===== config.mk =====
export PLATFORM = sky130hd
export DESIGN_NAME = itseg_front
export DESIGN_NICKNAME = d
export VERILOG_FILES = /design/src/design/itseg_pkg.sv /design/src/design/itseg_queue.sv /design/src/design/itseg_front.sv
export SDC_FILE = /design/constraint.sdc
export NUM_CORES = 2
export LEC_CHECK = 0
export ABC_AREA = 1
export BUFFER_PORTS_ARGS = -buffer_cell sky130_fd_sc_hd__buf_4
export CORE_MARGIN = 5
export CORE_UTILIZATION = 35
export CTS_CLUSTER_SIZE = 20
export DETAILED_ROUTE_END_ITERATION = 16
export SLEW_MARGIN = 40
export SYNTH_ARGS = -nofsm -noshare
export SYNTH_HDL_FRONTEND = slang
export SYNTH_HIERARCHICAL = 1
export SYNTH_SLANG_ARGS = --single-unit

===== constraint.sdc =====
create_clock -name clock -period 26.5 [get_ports clock]
set_input_delay 3.975 -clock clock [delete_from_list [all_inputs] [get_ports clock]]
set_output_delay 3.975 -clock clock [all_outputs]
set_load 0.02 [all_outputs]

===== src/design/itseg_pkg.sv =====
// ----------------------------------------------------------------------------
// Isoline triangle segment package
// Shared widths, constants and the queue entry type of the segment core.
// ----------------------------------------------------------------------------
package itseg_pkg;

   localparam int COORD_WIDTH = 32;
   localparam int FRAC_BITS   = 16;
   // A tolerance of 1e-6 in least significant bits, rounded up.
   localparam int TOL_LSB     = ((1 << FRAC_BITS) + 999999) / 1000000;
   localparam int DIFF_WIDTH  = COORD_WIDTH + 1;
   localparam int NUM_LANES   = 6;
   localparam int CASE_WIDTH  = 3;
   localparam int QUEUE_DEPTH = 4;
   localparam int QPTR_WIDTH  = $clog2(QUEUE_DEPTH);

   localparam logic [CASE_WIDTH-1:0] CASE_MAX = CASE_WIDTH'(5);

   localparam int VERTEX_BITS = 4 * COORD_WIDTH;
   localparam int REQ_BITS    = 3 * VERTEX_BITS;
   localparam int RSP_BITS    = NUM_LANES * COORD_WIDTH;

   // x sits in the lowest bits.
   typedef struct packed {
      logic signed [COORD_WIDTH-1:0] scalar;
      logic signed [COORD_WIDTH-1:0] z;
      logic signed [COORD_WIDTH-1:0] y;
      logic signed [COORD_WIDTH-1:0] x;
   } vertex_type;

   typedef struct packed {
      vertex_type b;
      vertex_type a;
   } edge_type;

   typedef struct packed {
      logic [CASE_WIDTH-1:0] code;
      edge_type              e1;
      edge_type              e0;
   } entry_type;

   function automatic logic signed [COORD_WIDTH-1:0] coord_sel(vertex_type v, int k);
      logic signed [COORD_WIDTH-1:0] c;
      case (k)
         0:       c = v.x;
         1:       c = v.y;
         default: c = v.z;
      endcase
      return c;
   endfunction

endpackage


===== src/design/itseg_queue.sv =====
// ----------------------------------------------------------------------------
// Segment work queue
// Short FIFO that parts the classifier from the interpolation pipeline.
// ----------------------------------------------------------------------------
module itseg_queue (
   input  logic                 clock,
   input  logic                 reset,
   input  logic                 push,
   input  itseg_pkg::entry_type push_data,
   output logic                 full,
   input  logic                 pop,
   output logic                 not_empty,
   output itseg_pkg::entry_type pop_data
);

   itseg_pkg::entry_type mem [itseg_pkg::QUEUE_DEPTH];
   logic [itseg_pkg::QPTR_WIDTH-1:0] wr_ptr_ff, wr_ptr_in;
   logic [itseg_pkg::QPTR_WIDTH-1:0] rd_ptr_ff, rd_ptr_in;
   logic [itseg_pkg::QPTR_WIDTH:0]   count_ff, count_in;
   logic                             do_push, do_pop;

   assign full      = (count_ff == (itseg_pkg::QPTR_WIDTH+1)'(itseg_pkg::QUEUE_DEPTH));
   assign not_empty = (count_ff != '0);
   assign pop_data  = mem[rd_ptr_ff];
   assign do_push   = push && !full;
   assign do_pop    = pop && not_empty;

   always_comb begin
      wr_ptr_in = do_push ? wr_ptr_ff + 1'b1 : wr_ptr_ff;
      rd_ptr_in = do_pop ? rd_ptr_ff + 1'b1 : rd_ptr_ff;
      count_in  = count_ff;
      if (do_push && !do_pop) begin
         count_in = count_ff + 1'b1;
      end else if (do_pop && !do_push) begin
         count_in = count_ff - 1'b1;
      end
   end

   always_ff @(posedge clock) begin
      if (reset) begin
         wr_ptr_ff <= '0;
         rd_ptr_ff <= '0;
         count_ff  <= '0;
      end else begin
         wr_ptr_ff <= wr_ptr_in;
         rd_ptr_ff <= rd_ptr_in;
         count_ff  <= count_in;
      end
   end

   always_ff @(posedge clock) begin
      if (do_push) begin
         mem[wr_ptr_ff] <= push_data;
      end
   end

endmodule


===== src/design/itseg_front.sv =====
// ----------------------------------------------------------------------------
// Triangle classifier
// Sorts vertices above or below the level, drops triangles that do not
// straddle it and queues the two crossing edges of the others.
// ----------------------------------------------------------------------------
module itseg_front (
   input  logic                                     clock,
   input  logic                                     reset,
   input  logic signed [itseg_pkg::COORD_WIDTH-1:0] iso,
   input  logic                                     req_tvalid,
   output logic                                     req_tready,
   input  logic [itseg_pkg::REQ_BITS-1:0]           req_tdata,
   input  logic                                     q_pop,
   output logic                                     q_valid,
   output itseg_pkg::entry_type                     q_data
);

   itseg_pkg::vertex_type v [3];
   itseg_pkg::entry_type  entry;
   logic [2:0]            pat;
   logic                  on_level;
   logic                  straddle;
   logic                  full;

   always_comb begin
      for (int i = 0; i < 3; i++) begin
         v[i] = itseg_pkg::vertex_type'(req_tdata[i*itseg_pkg::VERTEX_BITS +:
                                                  itseg_pkg::VERTEX_BITS]);
      end
      on_level = 1'b0;
      for (int i = 0; i < 3; i++) begin
         pat[2-i] = (v[i].scalar > iso);
         if (v[i].scalar == iso) begin
            on_level = 1'b1;
         end
      end
      straddle = !on_level && (pat != 3'b000) && (pat != 3'b111);

      entry.code = itseg_pkg::CASE_WIDTH'(pat - 3'd1);
      case (pat)
         3'b001: begin
            entry.e0 = '{a: v[0], b: v[2]};
            entry.e1 = '{a: v[1], b: v[2]};
         end
         3'b010, 3'b101: begin
            entry.e0 = '{a: v[1], b: v[0]};
            entry.e1 = '{a: v[1], b: v[2]};
         end
         3'b110: begin
            entry.e0 = '{a: v[2], b: v[1]};
            entry.e1 = '{a: v[2], b: v[0]};
         end
         default: begin
            entry.e0 = '{a: v[0], b: v[1]};
            entry.e1 = '{a: v[0], b: v[2]};
         end
      endcase
   end

   // A triangle without a crossing is taken and dropped here.
   assign req_tready = !full;

   itseg_queue u_queue (
      .clock     (clock),
      .reset     (reset),
      .push      (req_tvalid && straddle),
      .push_data (entry),
      .full      (full),
      .pop       (q_pop),
      .not_empty (q_valid),
      .pop_data  (q_data)
   );

endmodule


# Yosys cells after proc, flatten, opt, wreduce, memory -nomap -nowiden
# Memory sizes are Yosys's and may differ from the RTL's. A register that Yosys moved wholly into a read port is not among the register bits.
# Cells that the tools add are included.
[word_totals]
mem_bits_rw = 2060
wordCells = 46
regBits = 7
n_memories = 1
[memory_table]
columns = ["name", "depth", "word_bits", "rd", "rd_clocked_by_memory_dff", "wr", "line_no", "source"]
rows = [
  ["u_queue.mem", 4, 515, 1, 1, 1, "itseg_queue.sv:16", "itseg_pkg::entry_type mem [itseg_pkg::QUEUE_DEPTH];"],
]
[op_classes]
order_cmp = 3
eq_ne = 9
addsub = 5
n_reduce_logical = 15
n_mux = 10
[op_table]
columns = ["cell", "n"]
rows = [
  ["$pmux W512 S3", 1],
  ["$eq A32 B32 Y1", 3],
  ["$gt A32 B32 Y1", 3],
  ["$eq A3 B3 Y1 const B", 3],
  ["$logic_and A1 B1 Y1", 7],
  ["$mux W3", 2],
  ["$reduce_bool A3 Y1", 2],
  ["$sub A3 B1 Y3 const B", 2],
  ["$mux W1", 5],
  ["$add A2 B1 Y2 const B", 2],
  ["$logic_not A1 Y1", 4],
  ["$mux W2", 2],
  ["$add A3 B1 Y3 const B", 1],
  ["$eq A3 B1 Y1 const B", 1],
  ["$eq A3 B2 Y1 const B", 1],
  ["$ne A3 B3 Y1 const B", 1],
  ["$reduce_bool A2 Y1", 1],
  ["$reduce_or A2 Y1", 1],
]

# Depth between registers and ports, before layout
[depth]
ltp_word = 13
ltp_mapped = 31
depth_no_buf = 29

# Modules after synthesis
# The synthesis kept the hierarchy.
[by_module_without_submodules]
columns = ["module", "seq_area_each_um2", "cells_each", "area_each_um2", "n_inst"]
rows = [
  ["itseg_queue", 62039.5, 5049, 76286.9, 1],
  ["itseg_front", 0.0, 2999, 13944.6, 1],
]

# Worst setup path before layout
# No wires, ideal clock.
[synth_path]
path_type = "input port to flip-flop"
from = "in iso[31] (netlist name)"
to = "mem u_queue/mem[0][0] (netlist name), enable pin"
slack_ns = -2.311
t_required_ns = 25.093
stages = 14
arrival_time_ns = 27.404
setup_ns = 1.407
path_cell_list = "inv_1 ha_1 nand2_1 nor2_1 and3_1 nor4b_1 nand2_1 nand3_1 nand3_1 ha_1 a31o_2 a21oi_1 nand2_1 nor2_1"
[synth_between]
elab_chain_cells = 11
elab_cells_between_ends = 18
[synth_lines]
columns = ["element", "line_no", "source"]
rows = [
  ["start: declaration", "itseg_front.sv:9", "input logic signed [itseg_pkg::COORD_WIDTH-1:0] iso,"],
  ["parallel branches: the longest is 6 deep, another holds $gt A32 B32 Y1", "--", ""],
  ["$logic_and A1 B1 Y1 *", "itseg_front.sv:37", "straddle = !on_level && (pat != 3'b000) && (pat != 3'b111);"],
  ["$logic_and A1 B1 Y1 *", "itseg_front.sv:66", ".push (req_tvalid && straddle),"],
  ["$logic_and A1 B1 Y1 *", "itseg_queue.sv:25", "assign do_push = push && !full;"],
  ["$mux W1 *", "itseg_queue.sv:52", "if (do_push) begin"],
  ["$mux W1 (not written as such) *", "itseg_queue.sv:53", "mem[wr_ptr_ff] <= push_data;"],
  ["end: declaration", "itseg_queue.sv:16", ""],
]
# Mark *: on every way between the ends.

# Worst setup path in the final report
[layout_path]
from = "in iso[1] (netlist name)"
to = "mem u_queue/mem[1][299] (netlist name), enable pin"
# Same word-level chain as after synthesis.

==> metrics.cfg <==
[run_status]
status=completed

[worst_hold_path]
hold_path_class=reg2reg

[logic_synthesis]
syn_nets=8575
synth_edf_count=2060
seq_area_frac_synth_pct=68.8
synth_area_um2=90200
synth_top_area_share_pct=68.6
synth.area.top_cells=edfxtp_1, nand2_1, o21ai_0
synthCells=8048
yosys_register_bits=2069
yosys_warnings=6
yosysUniqueCellTypes=38
async_flop_share_pct=0
syn_avg_cell_area_um2=11.2
yosys.area.top_type=edfxtp_1
synth.top_cells.by_count=edfxtp_1, nand2_1, nor2_1
yosysMostFrequentCell=edfxtp_1
synth_ff_type=edfxtp_1

[clocking]
clk_pin_slew_ns=0.06
clock_sinks=2069
cts_max_level=4
post_cts_buffers=0
cts_tree=built
ctsResizeCount=0
cts_made_buffers=213
cts-root-buf=clkbuf_16
clock_path_buffers=3
clk_latency_ns=0.88
cts_hold_buf=0

[route]
remaining_drc_errors=0
drt_first_pass_iters=7
drt_iter0_markers=8221
top_layer=met5
via_count=68578
antenna_left=0
wirelength_mm=318
met2_length_mm=143
wl_per_cell_um=25.8
viasPerCell=5.55
wl_met3_mm=33.4
wl_met1_mm=127

[final_layout]
stdcell_count=12346
area_delta_synth_final_pct=19.2
drive_gt1_share_pct=15.7
final_core_util_pct=41.9
nets=9262

[floorplanning]
dieWidth_um=518
initial_utilization_pct=35.2
boundaryPins=937
coreArea_um2=257000
dieArea_um2=268000
die_y_um=518
placementRows=186

[job]
cap_violations=0

[sta]
min_period_ns=11.14
fin_crit_sh_pct=42.0
setup_viol=0
hold_violations=0
max_slew.worst_pin.slew_ns=0.950
skew_ns=0.0535
finalMaxSlewViolations=0
fmax_mhz=89.7
rsz0062_at_grt=false
relSlewSlack_pct=36.7

[pwr]
powerDensity_nw_per_um2=107
peakVddDrop_uv=67.7
leakage_nw=39.9

[placed_design]
dp_hpwl_mm=203
place_congestion=0.894
numPortBuffers=936
dp_cells=11901

[critical_path]
criticalPathCategory=in2reg
critPathLaunchType=input port
arrival_ns=11.61
crit_path_end_kind=flip-flop
crit_required_ns=26.97
crit_fanout=62

[global_routing]
antenna_found_initial=55
grt_pass1_wl_mm=452
grt_pass1_vias=63698
grt_overflow=0
track_usage_pct=22.6
grt_max_degree=205

[power by group]
group          total [mW]  switching [mW]  internal [mW]
Combinational        4.14            3.02           1.12
Clock                3.02            1.31           1.71
Sequential           4.37          0.0951           4.27
[cell type report]
type | instances | area, µm²
Timing Repair Buffer | 1045 | 8440
Clock buffer | 246 | 5490
Multi-Input combinational cell | 5091 | 24400
Fill cell | 23767 | 149000
Antenna cell | 41 | 103
Clock inverter | 155 | 1640
Tap cell | 3384 | 4230
Inverter | 315 | 1210
Sequential cell | 2069 | 62000
[sequential cells by signal, summed over array words and instances, names as in the netlist, named ones only]
| signal | cells |
|---|---|
| u_queue/rd_ptr_ff | 2 |
| u_queue/mem | 2060 |
| u_queue/count_ff | 3 |
| u_queue/wr_ptr_ff | 2 |
[per-layer routing]
metal  vias to the layer above  track usage [%]
met1                     33823             30.2
met4                        30             10.2
met2                      3585             34.5
met5                         -                0
li1                      30518                -
met3                       622             6.19
[stage by stage]
step | hold slack, ns | setup TNS [ns] | area (µm²) | setup slack [ns] | power, mW
after floorplan | 0.459 | -4760.43 | 90200 | -2.31 | 6.86
after global placement | 0.467 | 0 | 99800 | 13.80 | 8.48
after detailed placement | 0.480 | 0 | 100000 | 14.60 | 8.57
after CTS | 0.489 | 0 | 107000 | 15.53 | 11.6
after global routing | 0.512 | 0 | 108000 | 15.01 | 12.0
final | 0.494 | 0 | 108000 | 15.36 | 11.5
[logic make-up (layout without fill, tap and decap cells)]
kind of cell / after synthesis / count (layout) / share of synthesized area, %
AND/OR/NAND/NOR: 3362 / 3362 / 15.6
flip-flops: 2069 / 2069 / 68.8
AO/OA/AOI/OAI: 1620 / 1620 / 9.73
buffers and inverters: 888 / 1761 / 4.36
adder cells (fa/ha/maj): 107 / 107 / 1.49
XOR/XNOR: 2 / 2 / 0.0194
other: 0 / 41 / 0
[path summary, 6_finish.rpt]
kind	slack, ns	from	to	cells after the start
worst max-delay path	15.36	iso[1]	u_queue/mem[1][299]	22
worst min-delay path	0.49	u_queue/rd_ptr_ff[1]	flip-flop	2
worst max register to register	21.62	u_queue/count_ff[0]	u_queue/mem[1][299]	8
worst min register to register	0.49	u_queue/rd_ptr_ff[1]	flip-flop	2
[critical path, stage by stage]
cell and delay, ns:
buf_4 0.11, inv_1 0.14, ha_1 0.27, inv_1 0.06, o21bai_1 0.06, a221oi_1 0.64
nor2_1 0.09, o21ai_0 0.59, nand2_1 0.29, nand2_1 0.19, nand2_1 0.07, nand2_1 0.06
nand3_1 0.27, ha_1 0.32, a31o_2 0.24, a21oi_1 0.29, nand2_1 0.33, nor2_4 0.49
buf_4 0.70, buf_4 0.74, buf_4 0.80, buf_6 0.64
[layout by cell type (no fill, tap or decap), types with 2 or more instances in the layout]
| cell type | n |
|---|---|
| o21ai_0 | 881 |
| o21ai_1 | 164 |
| o22ai_1 | 515 |
| buf_16 | 14 |
| inv_6 | 5 |
| nor2_4 | 5 |
| bufinv_16 | 21 |
| buf_6 | 34 |
| o211ai_1 | 4 |
| clkinv_16 | 9 |
| dfxtp_4 | 2 |
| nor4_1 | 2 |
| dfxtp_1 | 7 |
| clkbuf_1 | 29 |
| nand2_1 | 1422 |
| clkbuf_16 | 213 |
| inv_1 | 312 |
| diode_2 | 41 |
| ha_4 | 2 |
| buf_4 | 982 |
| clkinv_4 | 5 |
| nand3b_1 | 2 |
| clkinv_2 | 55 |
| nor3_1 | 3 |
| buf_12 | 15 |
| a21oi_1 | 49 |
| nand2_8 | 6 |
| clkinvlp_4 | 15 |
| nor2_1 | 1063 |
| a221oi_1 | 2 |
| edfxtp_1 | 2060 |
| inv_8 | 2 |
| inv_16 | 6 |
| nand3_1 | 552 |
| clkinv_1 | 39 |
| nand4_1 | 303 |
| ha_1 | 104 |
| clkbuf_8 | 4 |
Note: power is estimated with default switching activity, not from simulation.
